==> src/rtl/assert_macros.svh <==
// Assertion macros used by the RTL of the audio packet pacer top level.
// No dependencies; define ASSERT_OFF to compile the checks away.
`ifndef ASSERT_MACROS_SVH
`define ASSERT_MACROS_SVH
`ifndef ASSERT_OFF
`define AP_ASSERT_IMPL(label, clk, rst_n, ante, cons) \
  label: assert property (@(posedge clk) disable iff (!rst_n) (ante) |-> (cons)) \
    else $error("same-cycle check failed");
`define AP_ASSERT_NEXT(label, clk, rst_n, ante, cons) \
  label: assert property (@(posedge clk) disable iff (!rst_n) (ante) |=> (cons)) \
    else $error("next-cycle check failed");
`else
`define AP_ASSERT_IMPL(label, clk, rst_n, ante, cons)
`define AP_ASSERT_NEXT(label, clk, rst_n, ante, cons)
`endif
`endif

==> src/rtl/app_pkg.sv <==
// Package for the audio packet pacer: widths, codes, constants, divider types.
// No dependencies.
package app_pkg;

  localparam int PERIOD_MS_DEF        = 5;
  localparam int MAX_PACKET_BYTES_DEF = 4096;

  localparam int FUNC_W     = 2;
  localparam int TIME_W     = 64;
  localparam int OFS_W      = 32;
  localparam int LEN_W      = 13;
  localparam int MS_W       = 3;
  localparam int SR_W       = 19;
  localparam int BPF_W      = 6;
  localparam int SPD_W      = 8;
  localparam int TB_W       = 32;
  localparam int DRIFT_W    = 32;
  localparam int CFG_IDX_W  = 2;
  localparam int CFG_DATA_W = 32;
  localparam int DIV_DW     = 40;
  localparam int DIV_VW     = 16;

  localparam logic [SR_W-1:0]  SR_RST  = SR_W'(44100);
  localparam logic [BPF_W-1:0] BPF_RST = BPF_W'(4);
  localparam logic [SPD_W-1:0] SPD_RST = SPD_W'(100);
  localparam logic [TB_W-1:0]  TB_RST  = TB_W'(1048576);

  localparam int K_MS_PER_S   = 1000;
  localparam int K_US_PER_S   = 1000000;
  localparam int K_PERCENT    = 100;
  localparam int K_TENTH      = 10;
  localparam int K_ROUND      = 5;
  localparam int K_DRIFT_STEP = 1000;

  localparam logic [FUNC_W-1:0] FUNC_TICK    = 2'd0;
  localparam logic [FUNC_W-1:0] FUNC_PAUSE   = 2'd1;
  localparam logic [FUNC_W-1:0] FUNC_RESTART = 2'd2;

  localparam logic [CFG_IDX_W-1:0] CFG_SAMPLE_RATE = 2'd0;
  localparam logic [CFG_IDX_W-1:0] CFG_BPF         = 2'd1;
  localparam logic [CFG_IDX_W-1:0] CFG_SPEED       = 2'd2;
  localparam logic [CFG_IDX_W-1:0] CFG_TOTAL_BYTES = 2'd3;

  typedef struct packed {
    logic              start;
    logic [DIV_DW-1:0] dividend;
    logic [DIV_VW-1:0] divisor;
  } div_req_t;

  typedef struct packed {
    logic              busy;
    logic              done;
    logic [DIV_DW-1:0] quotient;
  } div_rsp_t;

endpackage

==> src/rtl/app_in_if.sv <==
// Input channel of the audio packet pacer: command word with timestamp.
// Depends on app_pkg.
interface app_in_if;
  import app_pkg::*;
  logic              valid;
  logic              ready;
  logic [FUNC_W-1:0] func;
  logic [TIME_W-1:0] now_us;
  modport source (output valid, func, now_us, input ready);
  modport sink   (input valid, func, now_us, output ready);
endinterface

==> src/rtl/app_out_if.sv <==
// Result channel of the audio packet pacer: segment and timer word.
// Depends on app_pkg.
interface app_out_if;
  import app_pkg::*;
  logic             valid;
  logic             ready;
  logic             send_valid;
  logic [OFS_W-1:0] first_offset;
  logic [LEN_W-1:0] first_length;
  logic [LEN_W-1:0] second_length;
  logic             track_start;
  logic             wrapped;
  logic             timer_arm;
  logic [MS_W-1:0]  next_timer_ms;
  modport source (output valid, send_valid, first_offset, first_length, second_length,
                  track_start, wrapped, timer_arm, next_timer_ms, input ready);
  modport sink   (input valid, send_valid, first_offset, first_length, second_length,
                  track_start, wrapped, timer_arm, next_timer_ms, output ready);
endinterface

==> src/rtl/audio_packet_pacer.sv <==
// Audio packet pacer top level: sequencer, state and output register around app_div.
// A tick runs seven divisions on the shared divider between accept and result
// valid, and one more when drift sets the period. Pause, restart and unused
// commands skip the divider. One word is in work at a time.
// Reset (rst_n, synchronous, active low) loads the register defaults and clears
// read position, timestamp, drift and pause. Depends on app_pkg, app_in_if, app_out_if.
`include "assert_macros.svh"
module audio_packet_pacer #(
  parameter int PERIOD_MS        = app_pkg::PERIOD_MS_DEF,
  parameter int MAX_PACKET_BYTES = app_pkg::MAX_PACKET_BYTES_DEF
) (
  input  logic                           clk,
  input  logic                           rst_n,
  input  logic                           cfg_wr_en,
  input  logic [app_pkg::CFG_IDX_W-1:0]  cfg_index,
  input  logic [app_pkg::CFG_DATA_W-1:0] cfg_wdata,
  app_in_if.sink                         in_ch,
  app_out_if.source                      out_ch
);
  import app_pkg::*;

  localparam int NORM_W = $clog2(MAX_PACKET_BYTES + 1);
  localparam int PER_W  = $clog2(PERIOD_MS + 2);
  localparam int PROD_W = SR_W + BPF_W;

  typedef enum logic [7:0] {
    S_IDLE = 8'b0000_0001,
    S_MUL  = 8'b0000_0010,
    S_GO   = 8'b0000_0100,
    S_WAIT = 8'b0000_1000,
    S_SEG  = 8'b0001_0000,
    S_TIME = 8'b0010_0000,
    S_CHK  = 8'b0100_0000,
    S_EMIT = 8'b1000_0000
  } state_t;

  typedef enum logic [2:0] {
    OP_NORM, OP_RDIV, OP_FRAMES, OP_TIME, OP_ROUND, OP_SPEED, OP_WHOLE, OP_DRIFT
  } op_t;

  typedef struct packed {
    logic             send_valid;
    logic [OFS_W-1:0] first_offset;
    logic [LEN_W-1:0] first_length;
    logic [LEN_W-1:0] second_length;
    logic             track_start;
    logic             wrapped;
    logic             timer_arm;
    logic [MS_W-1:0]  next_timer_ms;
  } res_t;

  logic [SR_W-1:0]  sr_r;
  logic [BPF_W-1:0] bpf_r;
  logic [SPD_W-1:0] spd_r;
  logic [TB_W-1:0]  tb_r;

  state_t              state_r, state_nxt;
  op_t                 op_r, op_nxt;
  logic                out_valid_r, out_valid_nxt;
  logic                paused_r, paused_nxt;
  logic [OFS_W-1:0]    bi_r, bi_nxt;
  logic [TIME_W-1:0]   last_r, last_nxt;
  logic [DRIFT_W-1:0]  drift_r, drift_nxt;
  logic [TIME_W-1:0]   now_r, now_nxt;
  logic [PROD_W-1:0]   prod_r, prod_nxt;
  logic [NORM_W-1:0]   norm_r, norm_nxt;
  logic [DIV_VW-1:0]   rdiv_r, rdiv_nxt;
  logic [NORM_W-1:0]   q1_r, q1_nxt;
  logic [DIV_DW-1:0]   t0_r, t0_nxt;
  logic [DRIFT_W-1:0]  pt_r, pt_nxt;
  logic [NORM_W-1:0]   bcap_r, bcap_nxt;
  logic [NORM_W-1:0]   pb_r, pb_nxt;
  logic                upd_r, upd_nxt;
  logic [DRIFT_W-1:0]  elapsed_r, elapsed_nxt;
  res_t                res_r, res_nxt;
  res_t                out_r, out_nxt;

  div_req_t            div_req;
  div_rsp_t            div_rsp;

  logic [BPF_W-1:0]    bpf_eff;
  logic [DRIFT_W-1:0]  mag;
  logic [TB_W:0]       seg_sum;
  logic                seg_fit;
  logic [TB_W-1:0]     seg_first;
  logic [TB_W:0]       seg_rem;
  logic [DIV_DW-1:0]   quo;

  app_div u_div (
    .clk  (clk),
    .rst_n(rst_n),
    .req  (div_req),
    .rsp  (div_rsp)
  );

  assign bpf_eff   = (bpf_r == '0) ? BPF_W'(1) : bpf_r;
  assign mag       = '0 - drift_r;
  assign quo       = div_rsp.quotient;
  assign seg_sum   = {1'b0, bi_r} + (TB_W + 1)'(pb_r);
  assign seg_fit   = seg_sum <= {1'b0, tb_r};
  assign seg_first = (bi_r < tb_r) ? (tb_r - bi_r) : '0;
  assign seg_rem   = (TB_W + 1)'(pb_r) - {1'b0, seg_first};

  always_comb begin
    div_req.start    = state_r == S_GO;
    div_req.dividend = '0;
    div_req.divisor  = DIV_VW'(1);
    case (op_r)
      OP_NORM: begin
        div_req.dividend = DIV_DW'(prod_r) * DIV_DW'(PERIOD_MS);
        div_req.divisor  = DIV_VW'(K_MS_PER_S);
      end
      OP_RDIV: begin
        div_req.dividend = DIV_DW'(sr_r);
        div_req.divisor  = DIV_VW'(K_TENTH);
      end
      OP_FRAMES: begin
        div_req.dividend = DIV_DW'(norm_r);
        div_req.divisor  = DIV_VW'(bpf_eff);
      end
      OP_TIME: begin
        div_req.dividend = DIV_DW'(q1_r) * DIV_DW'(K_US_PER_S);
        div_req.divisor  = rdiv_r;
      end
      OP_ROUND: begin
        div_req.dividend = t0_r + DIV_DW'(K_ROUND);
        div_req.divisor  = DIV_VW'(K_TENTH);
      end
      OP_SPEED: begin
        div_req.dividend = DIV_DW'(norm_r) * DIV_DW'(spd_r);
        div_req.divisor  = DIV_VW'(K_PERCENT);
      end
      OP_WHOLE: begin
        div_req.dividend = DIV_DW'(bcap_r);
        div_req.divisor  = DIV_VW'(bpf_eff);
      end
      OP_DRIFT: begin
        div_req.dividend = DIV_DW'(mag);
        div_req.divisor  = DIV_VW'(K_DRIFT_STEP);
      end
      default: ;
    endcase
  end

  always_comb begin
    state_nxt     = state_r;
    op_nxt        = op_r;
    out_valid_nxt = out_valid_r && !out_ch.ready;
    paused_nxt    = paused_r;
    bi_nxt        = bi_r;
    last_nxt      = last_r;
    drift_nxt     = drift_r;
    now_nxt       = now_r;
    prod_nxt      = prod_r;
    norm_nxt      = norm_r;
    rdiv_nxt      = rdiv_r;
    q1_nxt        = q1_r;
    t0_nxt        = t0_r;
    pt_nxt        = pt_r;
    bcap_nxt      = bcap_r;
    pb_nxt        = pb_r;
    upd_nxt       = upd_r;
    elapsed_nxt   = elapsed_r;
    res_nxt       = res_r;
    out_nxt       = out_r;
    case (state_r)
      S_IDLE: begin
        if (in_ch.valid) begin
          res_nxt   = '0;
          state_nxt = S_EMIT;
          case (in_ch.func)
            FUNC_TICK: begin
              if (!paused_r) begin
                now_nxt   = in_ch.now_us;
                op_nxt    = OP_NORM;
                state_nxt = S_MUL;
              end
            end
            FUNC_PAUSE: begin
              if (paused_r) begin
                paused_nxt            = 1'b0;
                last_nxt              = '0;
                drift_nxt             = '0;
                res_nxt.timer_arm     = 1'b1;
                res_nxt.next_timer_ms = MS_W'(PERIOD_MS);
              end else begin
                paused_nxt = 1'b1;
              end
            end
            FUNC_RESTART: bi_nxt = '0;
            default: ;
          endcase
        end
      end
      S_MUL: begin
        prod_nxt  = PROD_W'(sr_r) * PROD_W'(bpf_eff);
        state_nxt = S_GO;
      end
      S_GO: state_nxt = S_WAIT;
      S_WAIT: begin
        if (div_rsp.done) begin
          state_nxt = S_GO;
          case (op_r)
            OP_NORM: begin
              norm_nxt = (quo > DIV_DW'(MAX_PACKET_BYTES)) ? NORM_W'(MAX_PACKET_BYTES)
                                                           : quo[NORM_W-1:0];
              op_nxt   = OP_RDIV;
            end
            OP_RDIV: begin
              rdiv_nxt = (quo == '0) ? DIV_VW'(1) : quo[DIV_VW-1:0];
              op_nxt   = OP_FRAMES;
            end
            OP_FRAMES: begin
              q1_nxt = quo[NORM_W-1:0];
              op_nxt = OP_TIME;
            end
            OP_TIME: begin
              t0_nxt = quo;
              op_nxt = OP_ROUND;
            end
            OP_ROUND: begin
              pt_nxt = quo[DRIFT_W-1:0];
              op_nxt = OP_SPEED;
            end
            OP_SPEED: begin
              bcap_nxt = (quo > DIV_DW'(MAX_PACKET_BYTES)) ? NORM_W'(MAX_PACKET_BYTES)
                                                           : quo[NORM_W-1:0];
              op_nxt   = OP_WHOLE;
            end
            OP_WHOLE: begin
              pb_nxt    = NORM_W'(quo[NORM_W-1:0] * NORM_W'(bpf_eff));
              state_nxt = S_SEG;
            end
            OP_DRIFT: begin
              if (quo > DIV_DW'(PERIOD_MS - 1)) begin
                res_nxt.next_timer_ms = MS_W'(1);
              end else begin
                res_nxt.next_timer_ms = MS_W'(PER_W'(PERIOD_MS) - quo[PER_W-1:0]);
              end
              state_nxt = S_EMIT;
            end
            default: state_nxt = S_IDLE;
          endcase
        end
      end
      S_SEG: begin
        res_nxt.send_valid   = 1'b1;
        res_nxt.first_offset = bi_r;
        res_nxt.track_start  = bi_r == '0;
        if (seg_fit) begin
          res_nxt.first_length = LEN_W'(pb_r);
          bi_nxt               = seg_sum[TB_W-1:0];
        end else begin
          res_nxt.first_length  = seg_first[LEN_W-1:0];
          res_nxt.second_length = seg_rem[LEN_W-1:0];
          res_nxt.wrapped       = 1'b1;
          bi_nxt                = seg_rem[TB_W-1:0];
        end
        upd_nxt     = (last_r != '0) && (last_r < now_r);
        elapsed_nxt = DRIFT_W'(now_r - last_r);
        last_nxt    = now_r;
        state_nxt   = S_TIME;
      end
      S_TIME: begin
        if (upd_r) begin
          drift_nxt = drift_r - (elapsed_r - pt_r);
        end
        state_nxt = S_CHK;
      end
      S_CHK: begin
        res_nxt.timer_arm     = 1'b1;
        res_nxt.next_timer_ms = MS_W'(PERIOD_MS);
        state_nxt             = S_EMIT;
        if (upd_r) begin
          if (drift_r[DRIFT_W-1]) begin
            if (mag > DRIFT_W'(K_DRIFT_STEP)) begin
              op_nxt    = OP_DRIFT;
              state_nxt = S_GO;
            end
          end else if (drift_r > DRIFT_W'(K_DRIFT_STEP)) begin
            res_nxt.next_timer_ms = MS_W'(PERIOD_MS + 1);
          end
        end
      end
      S_EMIT: begin
        if (!out_valid_r || out_ch.ready) begin
          out_nxt       = res_r;
          out_valid_nxt = 1'b1;
          state_nxt     = S_IDLE;
        end
      end
      default: state_nxt = S_IDLE;
    endcase
  end

  always_ff @(posedge clk) begin
    if (!rst_n) begin
      sr_r  <= SR_RST;
      bpf_r <= BPF_RST;
      spd_r <= SPD_RST;
      tb_r  <= TB_RST;
    end else if (cfg_wr_en) begin
      case (cfg_index)
        CFG_SAMPLE_RATE: sr_r  <= cfg_wdata[SR_W-1:0];
        CFG_BPF:         bpf_r <= cfg_wdata[BPF_W-1:0];
        CFG_SPEED:       spd_r <= cfg_wdata[SPD_W-1:0];
        CFG_TOTAL_BYTES: tb_r  <= cfg_wdata[TB_W-1:0];
        default: ;
      endcase
    end
  end

  always_ff @(posedge clk) begin
    if (!rst_n) begin
      state_r     <= S_IDLE;
      out_valid_r <= 1'b0;
      paused_r    <= 1'b0;
      bi_r        <= '0;
      last_r      <= '0;
      drift_r     <= '0;
    end else begin
      state_r     <= state_nxt;
      out_valid_r <= out_valid_nxt;
      paused_r    <= paused_nxt;
      bi_r        <= bi_nxt;
      last_r      <= last_nxt;
      drift_r     <= drift_nxt;
    end
  end

  always_ff @(posedge clk) begin
    op_r      <= op_nxt;
    now_r     <= now_nxt;
    prod_r    <= prod_nxt;
    norm_r    <= norm_nxt;
    rdiv_r    <= rdiv_nxt;
    q1_r      <= q1_nxt;
    t0_r      <= t0_nxt;
    pt_r      <= pt_nxt;
    bcap_r    <= bcap_nxt;
    pb_r      <= pb_nxt;
    upd_r     <= upd_nxt;
    elapsed_r <= elapsed_nxt;
    res_r     <= res_nxt;
    out_r     <= out_nxt;
  end

  assign in_ch.ready          = state_r == S_IDLE;
  assign out_ch.valid         = out_valid_r;
  assign out_ch.send_valid    = out_r.send_valid;
  assign out_ch.first_offset  = out_r.first_offset;
  assign out_ch.first_length  = out_r.first_length;
  assign out_ch.second_length = out_r.second_length;
  assign out_ch.track_start   = out_r.track_start;
  assign out_ch.wrapped       = out_r.wrapped;
  assign out_ch.timer_arm     = out_r.timer_arm;
  assign out_ch.next_timer_ms = out_r.next_timer_ms;

  `AP_ASSERT_IMPL(a_send_arms_timer, clk, rst_n, out_valid_r && out_r.send_valid, out_r.timer_arm)
  `AP_ASSERT_IMPL(a_second_needs_wrap, clk, rst_n, out_valid_r && !out_r.wrapped, out_r.second_length == '0)
  `AP_ASSERT_NEXT(a_one_word_in_work, clk, rst_n, in_ch.valid && in_ch.ready, !in_ch.ready)
  `AP_ASSERT_IMPL(a_div_start_idle, clk, rst_n, div_req.start, !div_rsp.busy)

endmodule

==> src/rtl/app_div.sv <==
// Shared iterative restoring divider, two quotient bits per cycle.
// Depends on app_pkg (widths, request and response structs).
module app_div (
  input  logic              clk,
  input  logic              rst_n,
  input  app_pkg::div_req_t req,
  output app_pkg::div_rsp_t rsp
);
  import app_pkg::*;

  localparam int STEPS = DIV_DW / 2;
  localparam int CNT_W = $clog2(STEPS);

  logic              busy_r, busy_nxt;
  logic              done_r, done_nxt;
  logic [CNT_W-1:0]  cnt_r, cnt_nxt;
  logic [DIV_DW-1:0] quo_r, quo_nxt;
  logic [DIV_VW-1:0] rem_r, rem_nxt;
  logic [DIV_VW-1:0] dsr_r, dsr_nxt;

  logic [DIV_VW:0]   t1, t2;
  logic [DIV_VW-1:0] r1, r2;
  logic              b1, b2;

  always_comb begin
    t1 = {rem_r, quo_r[DIV_DW-1]};
    b1 = t1 >= {1'b0, dsr_r};
    r1 = b1 ? DIV_VW'(t1 - {1'b0, dsr_r}) : t1[DIV_VW-1:0];
    t2 = {r1, quo_r[DIV_DW-2]};
    b2 = t2 >= {1'b0, dsr_r};
    r2 = b2 ? DIV_VW'(t2 - {1'b0, dsr_r}) : t2[DIV_VW-1:0];
  end

  always_comb begin
    busy_nxt = busy_r;
    done_nxt = 1'b0;
    cnt_nxt  = cnt_r;
    quo_nxt  = quo_r;
    rem_nxt  = rem_r;
    dsr_nxt  = dsr_r;
    if (req.start) begin
      busy_nxt = 1'b1;
      cnt_nxt  = '0;
      quo_nxt  = req.dividend;
      rem_nxt  = '0;
      dsr_nxt  = req.divisor;
    end else if (busy_r) begin
      quo_nxt = {quo_r[DIV_DW-3:0], b1, b2};
      rem_nxt = r2;
      cnt_nxt = cnt_r + 1'b1;
      if (cnt_r == CNT_W'(STEPS - 1)) begin
        busy_nxt = 1'b0;
        done_nxt = 1'b1;
      end
    end
  end

  always_ff @(posedge clk) begin
    if (!rst_n) begin
      busy_r <= 1'b0;
      done_r <= 1'b0;
      cnt_r  <= '0;
    end else begin
      busy_r <= busy_nxt;
      done_r <= done_nxt;
      cnt_r  <= cnt_nxt;
    end
  end

  always_ff @(posedge clk) begin
    quo_r <= quo_nxt;
    rem_r <= rem_nxt;
    dsr_r <= dsr_nxt;
  end

  assign rsp.busy     = busy_r;
  assign rsp.done     = done_r;
  assign rsp.quotient = quo_r;

endmodule
==> src/flat_wrapper.sv <==
// flat-port wrapper written by rule: the top's interface ports become plain ports
module audio_packet_pacer_flat import app_pkg::*;
#(
  parameter int PERIOD_MS        = app_pkg::PERIOD_MS_DEF,
  parameter int MAX_PACKET_BYTES = app_pkg::MAX_PACKET_BYTES_DEF
)
  (clk, rst_n, cfg_wr_en, cfg_index, cfg_wdata, in_ch_valid, in_ch_func, in_ch_now_us, in_ch_ready, out_ch_valid, out_ch_send_valid, out_ch_first_offset, out_ch_first_length, out_ch_second_length, out_ch_track_start, out_ch_wrapped, out_ch_timer_arm, out_ch_next_timer_ms, out_ch_ready);
  app_in_if in_ch_i ();
  app_out_if out_ch_i ();
  input  logic clk;
  input  logic rst_n;
  input  logic cfg_wr_en;
  input  logic [app_pkg::CFG_IDX_W-1:0] cfg_index;
  input  logic [app_pkg::CFG_DATA_W-1:0] cfg_wdata;
  input wire logic [$bits(in_ch_i.valid)-1:0] in_ch_valid;
  input wire logic [$bits(in_ch_i.func)-1:0] in_ch_func;
  input wire logic [$bits(in_ch_i.now_us)-1:0] in_ch_now_us;
  output wire logic [$bits(in_ch_i.ready)-1:0] in_ch_ready;
  output wire logic [$bits(out_ch_i.valid)-1:0] out_ch_valid;
  output wire logic [$bits(out_ch_i.send_valid)-1:0] out_ch_send_valid;
  output wire logic [$bits(out_ch_i.first_offset)-1:0] out_ch_first_offset;
  output wire logic [$bits(out_ch_i.first_length)-1:0] out_ch_first_length;
  output wire logic [$bits(out_ch_i.second_length)-1:0] out_ch_second_length;
  output wire logic [$bits(out_ch_i.track_start)-1:0] out_ch_track_start;
  output wire logic [$bits(out_ch_i.wrapped)-1:0] out_ch_wrapped;
  output wire logic [$bits(out_ch_i.timer_arm)-1:0] out_ch_timer_arm;
  output wire logic [$bits(out_ch_i.next_timer_ms)-1:0] out_ch_next_timer_ms;
  input wire logic [$bits(out_ch_i.ready)-1:0] out_ch_ready;
  assign in_ch_i.valid = in_ch_valid;
  assign in_ch_i.func = in_ch_func;
  assign in_ch_i.now_us = in_ch_now_us;
  assign in_ch_ready = in_ch_i.ready;
  assign out_ch_valid = out_ch_i.valid;
  assign out_ch_send_valid = out_ch_i.send_valid;
  assign out_ch_first_offset = out_ch_i.first_offset;
  assign out_ch_first_length = out_ch_i.first_length;
  assign out_ch_second_length = out_ch_i.second_length;
  assign out_ch_track_start = out_ch_i.track_start;
  assign out_ch_wrapped = out_ch_i.wrapped;
  assign out_ch_timer_arm = out_ch_i.timer_arm;
  assign out_ch_next_timer_ms = out_ch_i.next_timer_ms;
  assign out_ch_i.ready = out_ch_ready;
  audio_packet_pacer #(.PERIOD_MS(PERIOD_MS), .MAX_PACKET_BYTES(MAX_PACKET_BYTES)) u_core (.clk(clk), .rst_n(rst_n), .cfg_wr_en(cfg_wr_en), .cfg_index(cfg_index), .cfg_wdata(cfg_wdata), .in_ch(in_ch_i), .out_ch(out_ch_i));
endmodule
==> config.mk <==
export PLATFORM = sky130hd
export DESIGN_NAME = audio_packet_pacer_flat
export DESIGN_NICKNAME = d
export VERILOG_FILES = /design/src/rtl/app_pkg.sv /design/src/rtl/app_in_if.sv /design/src/rtl/app_out_if.sv /design/src/rtl/audio_packet_pacer.sv /design/src/rtl/app_div.sv /design/src/flat_wrapper.sv
export VERILOG_INCLUDE_DIRS = /design/src /design/src/rtl
export SDC_FILE = /design/constraint.sdc
export NUM_CORES = 2
export LEC_CHECK = 0
export BUFFER_PORTS_ARGS = -buffer_cell sky130_fd_sc_hd__buf_2
export CORE_ASPECT_RATIO = 0.7
export CORE_UTILIZATION = 50
export CTS_CLUSTER_SIZE = 24
export DETAILED_ROUTE_END_ITERATION = 6
export HOLD_SLACK_MARGIN = 0.12
export PLACE_DENSITY = 0.63
export REMOVE_ABC_BUFFERS = 1
export SLEW_MARGIN = 20
export SYNTH_ARGS = -nofsm -noshare
export SYNTH_HDL_FRONTEND = slang
export SYNTH_SLANG_ARGS = --single-unit
==> constraint.sdc <==
create_clock -name clk -period 9 [get_ports clk]
set_input_delay 1.8 -clock clk [delete_from_list [all_inputs] [get_ports clk]]
set_output_delay 1.8 -clock clk [all_outputs]
set_load 0.01 [all_outputs]
==> results.cfg <==
[placement]
numPortBuffers = 171
gp_congestion = 0.9735
dp_hpwl_um = 115800
post-place-cells = 6830

[timing]
rsz0062_at_grt = false
fin_crit_sh_pct = 78.78
tightest_slew_ns = 1.192
finalSetupTns_ns = 0
skew_ns = 0.05286
finalHoldViolCount = 0
drv_slew = 0
fin_crit_ns = 7.090
setup_viol = 0
max-slew-margin-rel_pct = 19.82
fmax_mhz = 141.0

[setup_path]
crit_type = flip-flop to flip-flop
path_buf_inv = 3
cp_slowest_cell = a2111oi_0
critical_path_arrival_ns = 7.66
critPathCaptureType = flip-flop
cp_data_required_time_ns = 9.57
path_max_fanout = 22
crit_chain = inv_1 -> ha_1 -> o21ai_0 -> o21a_1 -> o31ai_1 -> o21a_1 -> o31ai_2 -> buf_4 -> nor2_1 -> ha_1 -> inv_1 -> fa_1 -> a21o_1 -> a21oi_1 -> o21bai_1 -> a2111oi_0 -> nor2_1 -> a211o_1 -> and3b_1 -> o221a_2 -> a221o_1
rrSetupSlack_ns = 1.91
cp-start-kind = flip-flop
critPathTopFamily = compound AO/OA/AOI/OAI gates
slowest_delay_ns = 0.91

[global_route]
grt_first_pass_wirelength_um = 233300
grt_use_total_pct = 28.99
grt_overflow = 0
grt_pass1_vias = 38720
grt_max_degree = 144
antenna_found_initial = 6

[clocking]
holdBufCountCts = 0
cts_resized = 0
postCtsSetupBuffers = 0
cts.sinks = 677
clkLatencyLatePin_ns = 0.71
cts.htree.levels = 3
cts_tree = yes
clkTransAtPathRegs_ns = 0.07
cts-root-buf = clkbuf_16
cts_buffer_depth = 3
numCtsBuffers = 73

[power]
peakVddDrop_v = 0.0001491
p_per_area_nw_per_um2 = 162.1
p_leak_nw = 23.97

[synthesis]
synth_edf_count = 451
ys_top_cells_by_count = 658 x inv_1, 538 x nand2_1, 475 x ha_1, 451 x edfxtp_1, 316 x nor2_1
netlist_area_sq_um = 51530
yosys.area.top_type_share_pct = 26.28
ys.flop_type = edfxtp_1
async_flop_share_pct = 0
yosysMostFrequentCell = inv_1
ys_warn_count = 0
synth_cell_types = 95
synth_top_area_cell = edfxtp_1
synth_cells = 5477
ys_ff_latch = 677
syn_avg_cell_area_sq_um = 9.409
yosysSeqAreaShare_pct = 35.06
yosys-top-cells-area = edfxtp_1 26%, ha_1 12%, fa_1 9.6%, dfxtp_1 8.8%, inv_1 4.8%

[drt]
first_iter_violations = 4363
ant_nets = 0
drc = 0
vias = 41250
viasPerCell = 5.922
wirelength_um = 151300
drt_first_pass_iters = 6
wl_per_cell_um = 21.72

[die]
ios = 172
core-area_sq_um = 102100
die_area_sq_um = 104400
die_w_um = 385.7
initial_utilization_pct = 50.45
die_y_um = 270.6
rows = 98

[finish]
num-nets-final = 6382
final-instance-count-excl-fill = 6965
final_layout_size_suffix_gt1_share_pct = 7.695
syn2layout_area_growth_pct = 9.328

[status]
status = finished clean

[job]
max-cap-violations = 0

[hold_path]
min-delay-path-class = flip-flop to flip-flop
## flip-flops by register name (all words and copies together), names as in the netlist, 13 cells and up
signal,count
u_core.u_div.rem_r,16
u_core.drift_r,32
u_core.pb_r,13
u_core.out_ch.first_length,13
u_core.pt_r,32
u_core.u_div.dsr_r,16
u_core.bi_r,32
u_core.now_r,64
u_core.out_ch.second_length,13
u_core.sr_r,19
u_core.last_r,64
u_core.prod_r,25
u_core.out_ch.first_offset,32
u_core.bcap_r,13
u_core.norm_r,13
u_core.t0_r,40
u_core.rdiv_r,16
u_core.tb_r,32
u_core.q1_r,13
u_core.u_div.quo_r,40
u_core.elapsed_r,32
u_core.res_r,65
## power by group
group / switching, W / total (W) / internal, W / leakage, nW
Combinational: 0.00152 / 0.00238 / 0.000862 / 16.8
Clock: 0.00138 / 0.00326 / 0.00189 / 1.25
Sequential: 0.0000695 / 0.00349 / 0.00342 / 5.90
Total: 0.00296 / 0.00913 / 0.00617 / 24.0
## through the flow
stage	power, W	hold slack (ns)	utilization [%]	cell area, sq um	setup WS (ns)
after global placement	0.005864	0.4034	52.64	53770	2.397
after CTS	0.009139	0.4209	55.15	56330	2.283
after global routing	0.009560	0.4190	55.16	56340	1.740
after floorplan	0.005126	0.4003	-	50640	2.934
after detailed placement	0.005868	0.4066	52.64	53770	2.328
final	0.009133	0.4149	55.16	56340	1.910
## logic make-up (layout without fill, tap and decap cells)
kind of cell,after synthesis,in the layout,synth area share (%)
DFF,677,677,35.06
xor gates and xnor gates,278,278,4.725
muxes,58,58,1.144
other,0,1,0
buffers and inverters,890,1027,6.536
AOI/OAI and AO/OA,1186,1186,15.46
and+or+nand+nor,1666,1666,15.95
adders and majority gates,722,722,21.13
## layout by cell type, fill, tap and decap left out, drive strengths merged, types with 42 or more instances in the layout
| cell | n |
|---|---|
| nand3 | 90 |
| a21o | 131 |
| xnor2 | 182 |
| and2 | 154 |
| inv | 664 |
| o21a | 48 |
| edfxtp | 451 |
| nor2b | 142 |
| a21boi | 64 |
| a22oi | 100 |
| ha | 475 |
| o21ai | 201 |
| nor2 | 316 |
| mux2i | 51 |
| and3 | 51 |
| nor3 | 95 |
| dfxtp | 226 |
| xor2 | 96 |
| fa | 247 |
| clkbuf | 97 |
| buf | 234 |
| nor4 | 61 |
| a211oi | 42 |
| nand4 | 66 |
| nand2 | 538 |
| a21oi | 268 |
## layout make-up
class,instances,area (sq um)
antenna,1,2.502
clock buffer,97,2096
tap,1350,1689
multi-input combinational,3910,30200
timing repair buffer,234,1344
sequential,677,18070
clock inverter,37,465.4
fill,9240,45800
inverter,659,2476
## per-layer routing
| layer | part of all wire [%] | track usage (%) | vias up |
|---|---|---|---|
| li1 | - | - | 19250 |
| met1 | 48 | 45.72 | 20090 |
| met2 | 40 | 39.87 | 1706 |
| met3 | 9.9 | 6.702 | 193 |
| met4 | 1.9 | 5.450 | 4 |
| met5 | 0.060 | 0.5556 | - |
## path summary, 6_finish.rpt
kind | start | endpoint | depth (start not counted)
worst max-delay path | u_core.bi_r[27] | u_core.bi_r[22] | 21
worst min-delay path | u_core.res_r[31] | u_core.out_ch.first_length[12] | 0
worst max register to register | u_core.bi_r[27] | u_core.bi_r[22] | 21
worst min register to register | u_core.res_r[31] | u_core.out_ch.first_length[12] | 0
Note: power is estimated with default switching activity, not from simulation.
